--- config.mk ---
export PLATFORM = sky130hd
export DESIGN_NAME = http_request_framer
export DESIGN_NICKNAME = d
export VERILOG_FILES = /design/src/rtl/core/hrf_pkg.sv /design/src/rtl/core/hrf_header_scan.sv /design/src/rtl/core/hrf_framer.sv /design/src/rtl/core/http_request_framer.sv
export SDC_FILE = /design/constraint.sdc
export NUM_CORES = 1
export LEC_CHECK = 0
export ABC_AREA = 0
export BUFFER_PORTS_ARGS = -buffer_cell sky130_fd_sc_hd__buf_2
export CAP_MARGIN = 10
export CORE_MARGIN = 2
export CORE_UTILIZATION = 30
export DETAILED_ROUTE_END_ITERATION = 6
export PLACE_DENSITY = 0.51
export SETUP_SLACK_MARGIN = 0.2
export SYNTH_ARGS = -nofsm -noshare
export SYNTH_HDL_FRONTEND = slang
export SYNTH_SLANG_ARGS = --single-unit
--- constraint.sdc ---
create_clock -name clk -period 33.6 [get_ports clk]
set_input_delay 6.72 -clock clk [delete_from_list [all_inputs] [get_ports clk]]
set_output_delay 6.72 -clock clk [all_outputs]
set_load 0.03 [all_outputs]
--- src/rtl/core/hrf_pkg.sv ---
// Shared types, codes and constants of the HTTP request framer.
// Used by every module of the framer; depends on nothing else.
package hrf_pkg;

  // One received byte and its connection marker.
  typedef struct packed {
    logic [7:0] data_byte;
    logic       new_connection;
  } hrf_in_t;

  // One framing result for one received byte.
  typedef struct packed {
    logic [2:0]  frame_status;
    logic [31:0] request_length;
    logic [31:0] body_length;
  } hrf_out_t;

  typedef struct packed {
    logic [31:0] header_limit;
    logic [31:0] request_limit;
  } hrf_limits_t;

  localparam logic [2:0] ST_NEED_MORE   = 3'd0;
  localparam logic [2:0] ST_DONE        = 3'd1;
  localparam logic [2:0] ST_HDR_LARGE   = 3'd2;
  localparam logic [2:0] ST_TOO_LARGE   = 3'd3;
  localparam logic [2:0] ST_BAD_LENGTH  = 3'd4;
  localparam logic [2:0] ST_DROPPED     = 3'd5;

  localparam int unsigned CFG_INDEX_W = 8;
  localparam logic [CFG_INDEX_W-1:0] CFG_HEADER_LIMIT  = 8'd0;
  localparam logic [CFG_INDEX_W-1:0] CFG_REQUEST_LIMIT = 8'd1;

  localparam logic [31:0] HEADER_LIMIT_RESET  = 32'd8192;
  localparam logic [31:0] REQUEST_LIMIT_RESET = 32'd1048576;

  // Position within the current header line.
  localparam logic [2:0] LP_NAME_LEAD    = 3'd0;
  localparam logic [2:0] LP_NAME_BODY    = 3'd1;
  localparam logic [2:0] LP_NAME_TRAIL   = 3'd2;
  localparam logic [2:0] LP_VALUE_LEAD   = 3'd3;
  localparam logic [2:0] LP_VALUE_DIGITS = 3'd4;
  localparam logic [2:0] LP_VALUE_TRAIL  = 3'd5;
  localparam logic [2:0] LP_SKIP         = 3'd6;

  // Header scanner state: terminator progress, line position, name match
  // and the content length being collected.
  typedef struct packed {
    logic [1:0]  term;
    logic [2:0]  part;
    logic [3:0]  idx;
    logic        still;
    logic        found;
    logic        invalid;
    logic [63:0] value;
  } hrf_scan_t;

  localparam hrf_scan_t SCAN_CLEAR = '{
    term:    2'd0,
    part:    LP_NAME_LEAD,
    idx:     4'd0,
    still:   1'b1,
    found:   1'b0,
    invalid: 1'b0,
    value:   64'd0
  };

endpackage

--- src/rtl/core/hrf_header_scan.sv ---
// Header scanner of the HTTP request framer: terminator search, line split,
// content-length name match and decimal value collection for one byte.
// Depends on hrf_pkg.
module hrf_header_scan (
  input  hrf_pkg::hrf_scan_t scan,
  input  logic [7:0]         data_byte,
  output hrf_pkg::hrf_scan_t scan_next,
  output logic               done
);
  import hrf_pkg::*;

  localparam logic [1:0] TP_NONE    = 2'd0;
  localparam logic [1:0] TP_CR      = 2'd1;
  localparam logic [1:0] TP_CRLF    = 2'd2;
  localparam logic [1:0] TP_CRLFCR  = 2'd3;

  localparam logic [7:0] CH_CR    = 8'h0d;
  localparam logic [7:0] CH_LF    = 8'h0a;
  localparam logic [7:0] CH_SPACE = 8'h20;
  localparam logic [7:0] CH_TAB   = 8'h09;
  localparam logic [7:0] CH_COLON = 8'h3a;
  localparam logic [7:0] CH_ZERO  = 8'h30;
  localparam logic [7:0] CH_NINE  = 8'h39;
  localparam logic [3:0] KEY_LEN  = 4'd14;

  function automatic logic [7:0] key_char(input logic [3:0] i);
    logic [7:0] k;
    unique case (i)
      4'd0:    k = "c";
      4'd1:    k = "o";
      4'd2:    k = "n";
      4'd3:    k = "t";
      4'd4:    k = "e";
      4'd5:    k = "n";
      4'd6:    k = "t";
      4'd7:    k = "-";
      4'd8:    k = "l";
      4'd9:    k = "e";
      4'd10:   k = "n";
      4'd11:   k = "g";
      4'd12:   k = "t";
      4'd13:   k = "h";
      default: k = 8'h00;
    endcase
    return k;
  endfunction

  function automatic hrf_scan_t mark_bad(input hrf_scan_t s);
    hrf_scan_t r;
    r = s;
    r.invalid = 1'b1;
    r.part    = LP_SKIP;
    return r;
  endfunction

  function automatic hrf_scan_t name_char(input hrf_scan_t s, input logic [7:0] c);
    hrf_scan_t r;
    logic [7:0] lc;
    r  = s;
    lc = (c >= "A" && c <= "Z") ? (c | 8'h20) : c;
    if (s.still && s.idx < KEY_LEN && lc == key_char(s.idx)) begin
      r.idx = s.idx + 4'd1;
    end else begin
      r.still = 1'b0;
    end
    return r;
  endfunction

  function automatic hrf_scan_t name_colon(input hrf_scan_t s);
    hrf_scan_t r;
    r = s;
    if (s.still && s.idx == KEY_LEN) begin
      r.found = 1'b1;
      r.value = 64'd0;
      r.part  = LP_VALUE_LEAD;
    end else begin
      r.part = LP_SKIP;
    end
    return r;
  endfunction

  // value * 10 + digit; anything reaching past 64 bits is an overflow.
  function automatic hrf_scan_t add_digit(input hrf_scan_t s, input logic [7:0] c);
    hrf_scan_t r;
    logic [67:0] prod;
    r    = s;
    prod = ({4'd0, s.value} << 3) + ({4'd0, s.value} << 1) + {60'd0, c - CH_ZERO};
    if (prod[67:64] != 4'd0) begin
      r = mark_bad(s);
    end else begin
      r.value = prod[63:0];
    end
    return r;
  endfunction

  function automatic hrf_scan_t line_char(input hrf_scan_t s, input logic [7:0] c);
    hrf_scan_t r;
    logic blank;
    logic digit;
    logic colon;
    r     = s;
    blank = (c == CH_SPACE) || (c == CH_TAB);
    digit = (c >= CH_ZERO) && (c <= CH_NINE);
    colon = (c == CH_COLON);
    unique case (s.part)
      LP_NAME_LEAD: begin
        if (blank) begin
          r = s;
        end else if (colon) begin
          r = name_colon(s);
        end else begin
          r      = name_char(s, c);
          r.part = LP_NAME_BODY;
        end
      end
      LP_NAME_BODY: begin
        if (blank) r.part = LP_NAME_TRAIL;
        else if (colon) r = name_colon(s);
        else r = name_char(s, c);
      end
      LP_NAME_TRAIL: begin
        if (colon) begin
          r = name_colon(s);
        end else if (!blank) begin
          r.still = 1'b0;
          r.part  = LP_NAME_BODY;
        end
      end
      LP_VALUE_LEAD: begin
        if (digit) begin
          r      = add_digit(s, c);
          if (!r.invalid) r.part = LP_VALUE_DIGITS;
        end else if (!blank) begin
          r = mark_bad(s);
        end
      end
      LP_VALUE_DIGITS: begin
        if (digit) r = add_digit(s, c);
        else if (blank) r.part = LP_VALUE_TRAIL;
        else r = mark_bad(s);
      end
      LP_VALUE_TRAIL: begin
        if (!blank) r = mark_bad(s);
      end
      default: begin
        r = s;
      end
    endcase
    return r;
  endfunction

  function automatic hrf_scan_t close_line(input hrf_scan_t s);
    hrf_scan_t r;
    r = s;
    if (s.part == LP_VALUE_LEAD) r.invalid = 1'b1;
    r.part  = s.found ? LP_SKIP : LP_NAME_LEAD;
    r.idx   = 4'd0;
    r.still = 1'b1;
    return r;
  endfunction

  // A CR that turns out not to start a line break is replayed as an
  // ordinary line character before the current byte.
  always_comb begin
    scan_next = scan;
    done      = 1'b0;
    unique case (scan.term)
      TP_NONE: begin
        if (data_byte == CH_CR) scan_next.term = TP_CR;
        else scan_next = line_char(scan, data_byte);
      end
      TP_CR, TP_CRLFCR: begin
        if (data_byte == CH_LF) begin
          if (scan.term == TP_CRLFCR) begin
            scan_next.term = TP_NONE;
            done           = 1'b1;
          end else begin
            scan_next      = close_line(scan);
            scan_next.term = TP_CRLF;
          end
        end else begin
          scan_next = line_char(scan, CH_CR);
          if (data_byte == CH_CR) begin
            scan_next.term = TP_CR;
          end else begin
            scan_next      = line_char(scan_next, data_byte);
            scan_next.term = TP_NONE;
          end
        end
      end
      default: begin
        if (data_byte == CH_CR) begin
          scan_next.term = TP_CRLFCR;
        end else begin
          scan_next      = line_char(scan, data_byte);
          scan_next.term = TP_NONE;
        end
      end
    endcase
  end

endmodule

--- src/rtl/core/hrf_framer.sv ---
// Framing state of the HTTP request framer: phase, byte count, limit checks
// and the result for each byte. Depends on hrf_pkg and hrf_header_scan.
module hrf_framer (
  input  logic                 clk,
  input  logic                 rst,
  input  logic                 step,
  input  hrf_pkg::hrf_in_t     item,
  input  hrf_pkg::hrf_limits_t limits,
  output hrf_pkg::hrf_out_t    result
);
  import hrf_pkg::*;

  localparam logic [1:0] PH_HEADER = 2'd0;
  localparam logic [1:0] PH_BODY   = 2'd1;
  localparam logic [1:0] PH_ERROR  = 2'd2;

  logic [1:0]  phase;
  logic [1:0]  phase_next;
  logic [31:0] byte_count;
  logic [31:0] byte_count_next;
  logic [31:0] request_end;
  logic [31:0] request_end_next;
  hrf_scan_t   scan;
  hrf_scan_t   scan_next;

  logic [1:0]  cur_phase;
  logic [31:0] cur_count;
  logic [31:0] count_plus;
  logic [31:0] count_hdr;
  logic [63:0] body;
  logic        overflow;
  hrf_scan_t   cur_scan;
  hrf_scan_t   scanned;
  logic        done;

  hrf_header_scan u_scan (
    .scan      (cur_scan),
    .data_byte (item.data_byte),
    .scan_next (scanned),
    .done      (done)
  );

  always_comb begin
    cur_phase  = item.new_connection ? PH_HEADER : phase;
    cur_count  = item.new_connection ? 32'd0 : byte_count;
    cur_scan   = item.new_connection ? SCAN_CLEAR : scan;
    count_plus = cur_count + 32'd1;
    overflow   = &cur_count;
    count_hdr  = overflow ? cur_count : count_plus;
    body       = scanned.found ? scanned.value : 64'd0;

    phase_next       = cur_phase;
    byte_count_next  = cur_count;
    scan_next        = cur_scan;
    request_end_next = request_end;
    result           = '0;

    unique case (cur_phase)
      PH_HEADER: begin
        scan_next       = scanned;
        byte_count_next = count_hdr;
        if (overflow || count_hdr > limits.header_limit) begin
          result.frame_status = ST_HDR_LARGE;
        end else if (!done) begin
          if (count_hdr > limits.request_limit) result.frame_status = ST_TOO_LARGE;
        end else if (scanned.found && scanned.invalid) begin
          result.frame_status = ST_BAD_LENGTH;
        end else if (count_hdr > limits.request_limit ||
                     body > {32'd0, limits.request_limit - count_hdr}) begin
          result.frame_status = ST_TOO_LARGE;
        end else if (body == 64'd0) begin
          result.frame_status   = ST_DONE;
          result.request_length = count_hdr;
          phase_next            = PH_HEADER;
          byte_count_next       = 32'd0;
          scan_next             = SCAN_CLEAR;
        end else begin
          // The body fits under request_limit, so the end count fits 32 bits.
          request_end_next = count_hdr + body[31:0];
          phase_next       = PH_BODY;
        end
        if (result.frame_status >= ST_HDR_LARGE) phase_next = PH_ERROR;
      end
      PH_BODY: begin
        byte_count_next = count_plus;
        if (count_plus == request_end) begin
          result.frame_status   = ST_DONE;
          result.request_length = count_plus;
          result.body_length    = cur_scan.value[31:0];
          phase_next            = PH_HEADER;
          byte_count_next       = 32'd0;
          scan_next             = SCAN_CLEAR;
        end
      end
      default: begin
        result.frame_status = ST_DROPPED;
      end
    endcase
  end

  always_ff @(posedge clk) begin
    if (rst) begin
      phase      <= PH_HEADER;
      byte_count <= 32'd0;
      scan       <= SCAN_CLEAR;
    end else if (step) begin
      phase      <= phase_next;
      byte_count <= byte_count_next;
      scan       <= scan_next;
    end
  end

  always_ff @(posedge clk) begin
    if (step) request_end <= request_end_next;
  end

endmodule

--- src/rtl/core/http_request_framer.sv ---
// Top level of the HTTP request framer: byte channel, result channel and
// limit registers. Depends on hrf_pkg and hrf_framer.
//
// Usage:
//   byte channel  (byte_valid, byte_ready, byte_item): one received byte per
//     item; new_connection set on the first byte of a connection clears all
//     framing state before that byte is handled.
//   frame channel (frame_valid, frame_ready, frame_item): exactly one result
//     item per byte item, in order. Status 1 marks the last byte of a request
//     and carries its total and body lengths; statuses 2 to 4 report an error,
//     after which every byte reports 5 until the next new connection.
//   cfg channel (cfg_valid, cfg_ready, cfg_index, cfg_data): index 0 writes
//     header_limit, index 1 writes request_limit, other indexes are ignored.
//     cfg_ready is always high; write only while no byte is in flight.
// Timing: an accepted byte is held in the input register, and its result is
//   registered on frame_item when that byte advances. One byte per cycle is
//   sustained while frame_ready stays high; the whole per-byte update sits
//   between the input register and the result register.
// Reset: both pipeline registers empty, framing state cleared, limits back to
//   8192 and 1048576. When a result is offered and frame_ready is low, it holds;
//   a byte is taken only into an empty input register, and byte_ready then drops.
module http_request_framer (
  input  logic                                clk,
  input  logic                                rst,
  input  logic                                byte_valid,
  output logic                                byte_ready,
  input  hrf_pkg::hrf_in_t                    byte_item,
  output logic                                frame_valid,
  input  logic                                frame_ready,
  output hrf_pkg::hrf_out_t                   frame_item,
  input  logic                                cfg_valid,
  output logic                                cfg_ready,
  input  logic [hrf_pkg::CFG_INDEX_W-1:0]     cfg_index,
  input  logic [31:0]                         cfg_data
);
  import hrf_pkg::*;

  hrf_limits_t limits;
  logic        hold_valid;
  hrf_in_t     hold_item;
  logic        advance;
  logic        step;
  hrf_out_t    result;

  assign cfg_ready  = 1'b1;
  assign advance    = !frame_valid || frame_ready;
  assign byte_ready = !hold_valid || advance;
  assign step       = hold_valid && advance;

  always_ff @(posedge clk) begin
    if (rst) begin
      limits.header_limit  <= HEADER_LIMIT_RESET;
      limits.request_limit <= REQUEST_LIMIT_RESET;
    end else if (cfg_valid && cfg_ready) begin
      unique case (cfg_index)
        CFG_HEADER_LIMIT:  limits.header_limit  <= cfg_data;
        CFG_REQUEST_LIMIT: limits.request_limit <= cfg_data;
        default: begin
        end
      endcase
    end
  end

  always_ff @(posedge clk) begin
    if (rst) begin
      hold_valid <= 1'b0;
    end else if (byte_ready) begin
      hold_valid <= byte_valid;
    end
  end

  always_ff @(posedge clk) begin
    if (byte_valid && byte_ready) hold_item <= byte_item;
  end

  hrf_framer u_framer (
    .clk    (clk),
    .rst    (rst),
    .step   (step),
    .item   (hold_item),
    .limits (limits),
    .result (result)
  );

  always_ff @(posedge clk) begin
    if (rst) begin
      frame_valid <= 1'b0;
    end else if (advance) begin
      frame_valid <= hold_valid;
    end
  end

  always_ff @(posedge clk) begin
    if (step) frame_item <= result;
  end

endmodule

======== Yosys cells after proc, flatten, opt, wreduce, memory -nomap -nowiden ========
Memories as Yosys holds them, arrays and structs flattened.
Index checks and enable logic that the tools add are counted.
operators by class
  muxes and demuxes ....................... 184
  equal/unequal tests ..................... 30
  bitwise logic cells ..................... 4
  order comparisons ....................... 10
  reductions and logical operators ........ 41
  add/sub/neg operators ................... 10
operator list
  kind                                           count
  2-to-1 mux 74 bit                              19
  case mux 74 bit (6 select lines)               2
  2-to-1 mux 76 bit                              9
  case mux 76 bit (6 select lines)               1
  2-to-1 mux 32 bit                              12
  2-to-1 mux 64 bit                              5
  2-to-1 mux 8 bit                               38
  case mux 76 bit (2 select lines)               2
  2-to-1 mux 66 bit                              4
  2-to-1 mux 65 bit                              4
  2-to-1 mux 71 bit                              3
  adder 67 x 65 -> 68 bit                        2
  adder 68 x 8 -> 68 bit                         2
  case mux 32 bit (2 select lines)               2
  2-to-1 mux 10 bit                              8
  greater-than comparator 32 bit                 2
  greater-than comparator 64 x 32 -> 1 bit       1
  zero test 64 bit                               1
  2-to-1 mux 3 bit                               20
  equality test 8 bit                            6
  2-to-1 mux 12 bit                              4
  2-to-1 mux 4 bit                               10
  2-to-1 mux 33 bit                              1
  adder 32 x 1 -> 32 bit, second input constant  1
  41 further kinds                               120
storage, ports and cells
  bits of input ports ..................... 54
  output and inout bits ................... 70
  word-level logic and storage cells ...... 306
  memories kept ........................... 8
  memory bits (read-only) ................. 896
  bits in registers ....................... 284
memories
  name             depth  bits a word  rd ports  clocked after Yosys merged registers in  wr ports  RTL line               text
  (no name shown)  16     7            1         0                                        0         hrf_header_scan.sv:28  unique case (i)
  (no name shown)  16     7            1         0                                        0         hrf_header_scan.sv:28
  (no name shown)  16     7            1         0                                        0         hrf_header_scan.sv:28
  (no name shown)  16     7            1         0                                        0         hrf_header_scan.sv:28
  (no name shown)  16     7            1         0                                        0         hrf_header_scan.sv:28
  (no name shown)  16     7            1         0                                        0         hrf_header_scan.sv:28
  2 more memories  n/a    n/a          n/a       n/a                                      n/a       n/a

======== Longest topological paths before layout ========
An unclocked memory read counts as a cell.
  depth after elaboration ................. 38
  gate-level depth with buffers ........... 50
  mapped depth without buffers ............ 42

======== Hierarchy ========
A second synthesis with hierarchy kept.
second synthesis, totals
  cell total of the unflattened synthesis .. 2894
  area, all modules ....................... 25547.0 µm²
modules (own cells, without submodules)
  module               times used  area each (µm²)  sequential area each (µm²)  cells an instance
  hrf_framer           1           12710.9          3163.0                      1568
  hrf_header_scan      1           7785.0           0.0                         987
  http_request_framer  1           5051.1           3603.5                      339

======== Least setup slack after synthesis ========
No wires, ideal clock.
  path kind ............................... input port to output port
  from .................................... in frame_ready
  to ...................................... out byte_ready
  arrival time ............................ 7142 ps
  path buffers ............................ 0
  setup slack ............................. 19738 ps
  cell stages on the path ................. 2
  data required time ...................... 26880 ps
  path through ............................ nor2b_1 > nand2_1
between the ends
  cells in the longest elaborated chain, start to end .. 2
ends and longest elaborated chain
  item                RTL line                   text
  start: declaration  http_request_framer.sv:29  input logic frame_ready,
  logical OR 1 bit    http_request_framer.sv:46  assign advance = !frame_valid || frame_ready;
  logical OR 1 bit    http_request_framer.sv:47  assign byte_ready = !hold_valid || advance;
  end: declaration    http_request_framer.sv:26  output logic byte_ready,
No other way between the ends.

======== Worst setup path after layout ========
Ends and elaborated chain as after synthesis.

==> impl_metrics.env <==
export IMPL_critPathBufInv=2
export IMPL_routed_wl_microns=93650
export IMPL_r2r_setup_slack_ns=21.92
export IMPL_drc=4
export IMPL_rows=105
export IMPL_reg2regPathDepth=30
export IMPL_drt_iter0_drc=2406
export IMPL_pwr_density_cell_mw_per_mm2=31.64
export IMPL_dieArea_sq_mm=0.08436
export IMPL_viasPerCell=5.521
export IMPL_ant_nets=0
export IMPL_post_cts_buffers=0
export IMPL_fmax_ghz=0.07066
export IMPL_slowest_stage="nor2b_1"
export IMPL_die_w_microns=290.4
export IMPL_ctsHtreeMaxLevel=2
export IMPL_cp_common_cell="buf_2"
export IMPL_avgSynthCellArea_sq_um=7.777
export IMPL_critPathMaxFanout=4
export IMPL_worstPathCellList="buf_2 > nor2b_1 > nand2_1 > buf_2"
export IMPL_clk_latency_ns=0.58
export IMPL_violations="design-rule violations"
export IMPL_synth_edf_count=108
export IMPL_coreArea_sq_mm=0.08172
export IMPL_dpl_cell_count=4264
export IMPL_reg2reg_from="hold_item[0]"
export IMPL_worst_pin_slew_ns=0.9814
export IMPL_initial_core_util_pct=30.12
export IMPL_ioPinCount=124
export IMPL_p_leak_uw=0.01156
export IMPL_synth_area_sq_mm=0.02461
export IMPL_hpwl_microns=71460
export IMPL_crit_family="simple AND/OR/NAND/NOR gates"
export IMPL_ctsResizeCount=0
export IMPL_die_h_microns=290.4
export IMPL_io_buffer_count=122
export IMPL_synth_seq_area_share_pct=27.49
export IMPL_nNetsFinal=3563
export IMPL_min_to="u_framer.scan[61]"
export IMPL_hold_viol_final=0
export IMPL_critPathArrivalTime_ns=7.43
export IMPL_grt_use_total_pct=21.47
export IMPL_cts_buffer_depth=3
export IMPL_final_cells=4335
export IMPL_hold_ws_ns=0.4474
export IMPL_slew_viol_final=0
export IMPL_startpoint_type="input pin"
export IMPL_synthesis_nets=3494
export IMPL_slew_headroom_pct=33.74
export IMPL_num_vias=23930
export IMPL_wl_per_cell_microns=21.60
export IMPL_cts_num_sinks=284
export IMPL_ys_ff_latch=284
export IMPL_crit_path_end_kind="output port"
export IMPL_ys_types=91
export IMPL_grt_pass1_vias=22350
export IMPL_antenna_found_initial=1
export IMPL_setup_viol=0
export IMPL_irDropWorstVdd_v=0.00002922
export IMPL_path_class="in2out"
export IMPL_cts_root_buf="clkbuf_16"
export IMPL_maxCapViolations=0
export IMPL_fin_crit_ns=14.15
export IMPL_syn_to_final_growth_pct=13.20
export IMPL_setup_tns_final_ns=0
export IMPL_r2r_end="u_framer.scan[57]"
export IMPL_critical_path_required_ns=26.88
export IMPL_rsz0062_at_grt="false"
export IMPL_cts_buffers_inserted=38
export IMPL_holdCritPathClass="reg2reg"
export IMPL_hold_path_startpoint="u_framer.scan[61]"
export IMPL_layout_drive_gt1_share_pct=8.915
export IMPL_syn_inst=3165
export IMPL_firstDrtPassIters=7
export IMPL_ys_async_sr_fraction_pct=0
export IMPL_outcome="finished with violations"
export IMPL_gp_congestion=0.9523
export IMPL_cts_tree="yes"
export IMPL_ys_warn_count=0
export IMPL_clk_pin_slew_worst_paths_ns=0.06
export IMPL_holdPathStages=2
export IMPL_cpPeakStageDelay_ns=0.31
export IMPL_period_share_pct=42.12
export IMPL_ctsHoldBuffers=0
export IMPL_finalClockSkew_ns=0.03663
export IMPL_globalRouteOverflowTotal=0
export IMPL_synth_flop_cell="dfxtp_1"
export IMPL_grt_max_degree=110
export IMPL_grt_pass1_wl_microns=140400
report_power, final:
part           switching [uW]  total, uW  internal, uW
combinational            41.2       55.9          14.7
clock                     177        460           283
sequential               4.03        366           362
kinds of logic (layout without fill, tap and decap cells):
kind of cell             Yosys count  after routing  synth area share (%)
adder cells (fa/ha/maj)          275            275                 14.22
flip-flops                       284            284                 27.49
AO/OA/AOI/OAI                    930            930                 23.96
other                              1              2               0.01523
multiplexers                       8              8                0.3304
AND/OR/NAND/NOR                 1159           1159                 22.19
XOR/XNOR                         188            188                 6.689
buffers and inverters            320            419                 5.103
synthesized netlist by cell type, types with 35 or more instances:
cell      count  area (sq um)
o21ai_0     234          1171
nor2_1      261         979.7
a31oi_1      36         225.2
o21a_1       35         262.8
nand2_1     427          1603
xor2_1       69         604.3
ha_1        267          3341
inv_1       167         626.9
a21oi_1     275          1376
dfxtp_1     176          3523
nand4_1      53         331.6
nor3_1       68         340.3
edfxtp_1    108          3243
nand3_1      67         335.3
nor4_1       37         231.5
a21o_1       55         412.9
nor2b_1      85         531.8
clkbuf_1    123         461.7
a22o_1       38         332.8
and3_1       41         256.5
xnor2_1     119          1042
layout make-up:
class | count | area, sq um
diodes | 1 | 2.502
clock buffers | 43 | 1022
clock inverters | 27 | 370.4
fillers | 8799 | 53850
inverters | 167 | 626.9
multi-input cells | 2561 | 16660
flip-flops and latches | 284 | 6766
well taps | 1070 | 1339
repair buffers | 182 | 1074
worst register-to-register path: cells and delay by family (launching register included):
family	cells	cell delay [ns]
fa+ha+maj	3	1.23
flops	1	0.41
compound gates	14	5.81
simple gates	8	2.55
buf+inv	5	1.65
metrics by stage:
step / power [uW] / utilization [%] / cell area (sq um) / setup WS (ns)
after floorplan: 406.3 / - / 24610 / 19.74
after global placement: 428.5 / 32.39 / 26470 / 19.44
after detailed placement: 428.2 / 32.39 / 26470 / 19.44
after CTS: 891.0 / 34.09 / 27860 / 19.44
after global routing: 908.0 / 34.09 / 27860 / 19.34
final: 881.6 / 34.10 / 27860 / 19.45
sequential cells by signal, summed over array words and instances (netlist names):
name                  flops
hold_item                 9
limits                   64
u_framer.scan            76
u_framer.request_end     32
frame_valid               1
u_framer.byte_count      32
u_framer.phase            2
frame_item               67
hold_valid                1
how the worst max path moves through the flow:
stage                      startpoint          to  slack (ns)  cells past startpoint
after floorplan           frame_ready  byte_ready       19.74                      2
after global placement    frame_ready  byte_ready       19.44                      4
after detailed placement  frame_ready  byte_ready       19.44                      4
after CTS                 frame_ready  byte_ready       19.44                      4
after global routing      frame_ready  byte_ready       19.34                      4
final                     frame_ready  byte_ready       19.45                      4
per-layer routing:
layer / share of wire [%] / vias up / global-route usage (%) / routed length, microns
li1: - / 11610 / - / -
met1: 47 / 11280 / 30.85 / 43950
met2: 42 / 889 / 32.21 / 39240
met3: 7.1 / 160 / 3.319 / 6692
met4: 4.0 / 0 / 8.075 / 3763
met5: 0 / - / 0 / 0
layout by cell type, fill, tap and decap left out, types with 9 or more instances in the layout:
cell       instances
a211oi_1          21
a21boi_0          12
a21o_1            55
a21oi_1          275
a221o_1           11
a221oi_1          10
a22o_1            38
a22oi_1           13
a31oi_1           34
a32oi_1           10
and2_1            28
and3_1            41
buf_2            122
buf_4             59
clkbuf_16         40
dfxtp_1          176
edfxtp_1         108
ha_1             267
inv_1            166
nand2_1          427
nand2b_1          31
nand3_1           66
nand4_1           53
nor2_1           255
nor2b_1           84
nor3_1            67
nor4_1            35
o211ai_1          27
o21a_1            35
o21ai_0          234
o21ai_1            9
o21bai_1          19
o22ai_1           17
o31ai_1           17
or3_1             13
xnor2_1          119
xor2_1            69
(Power assumes the default switching activity.)
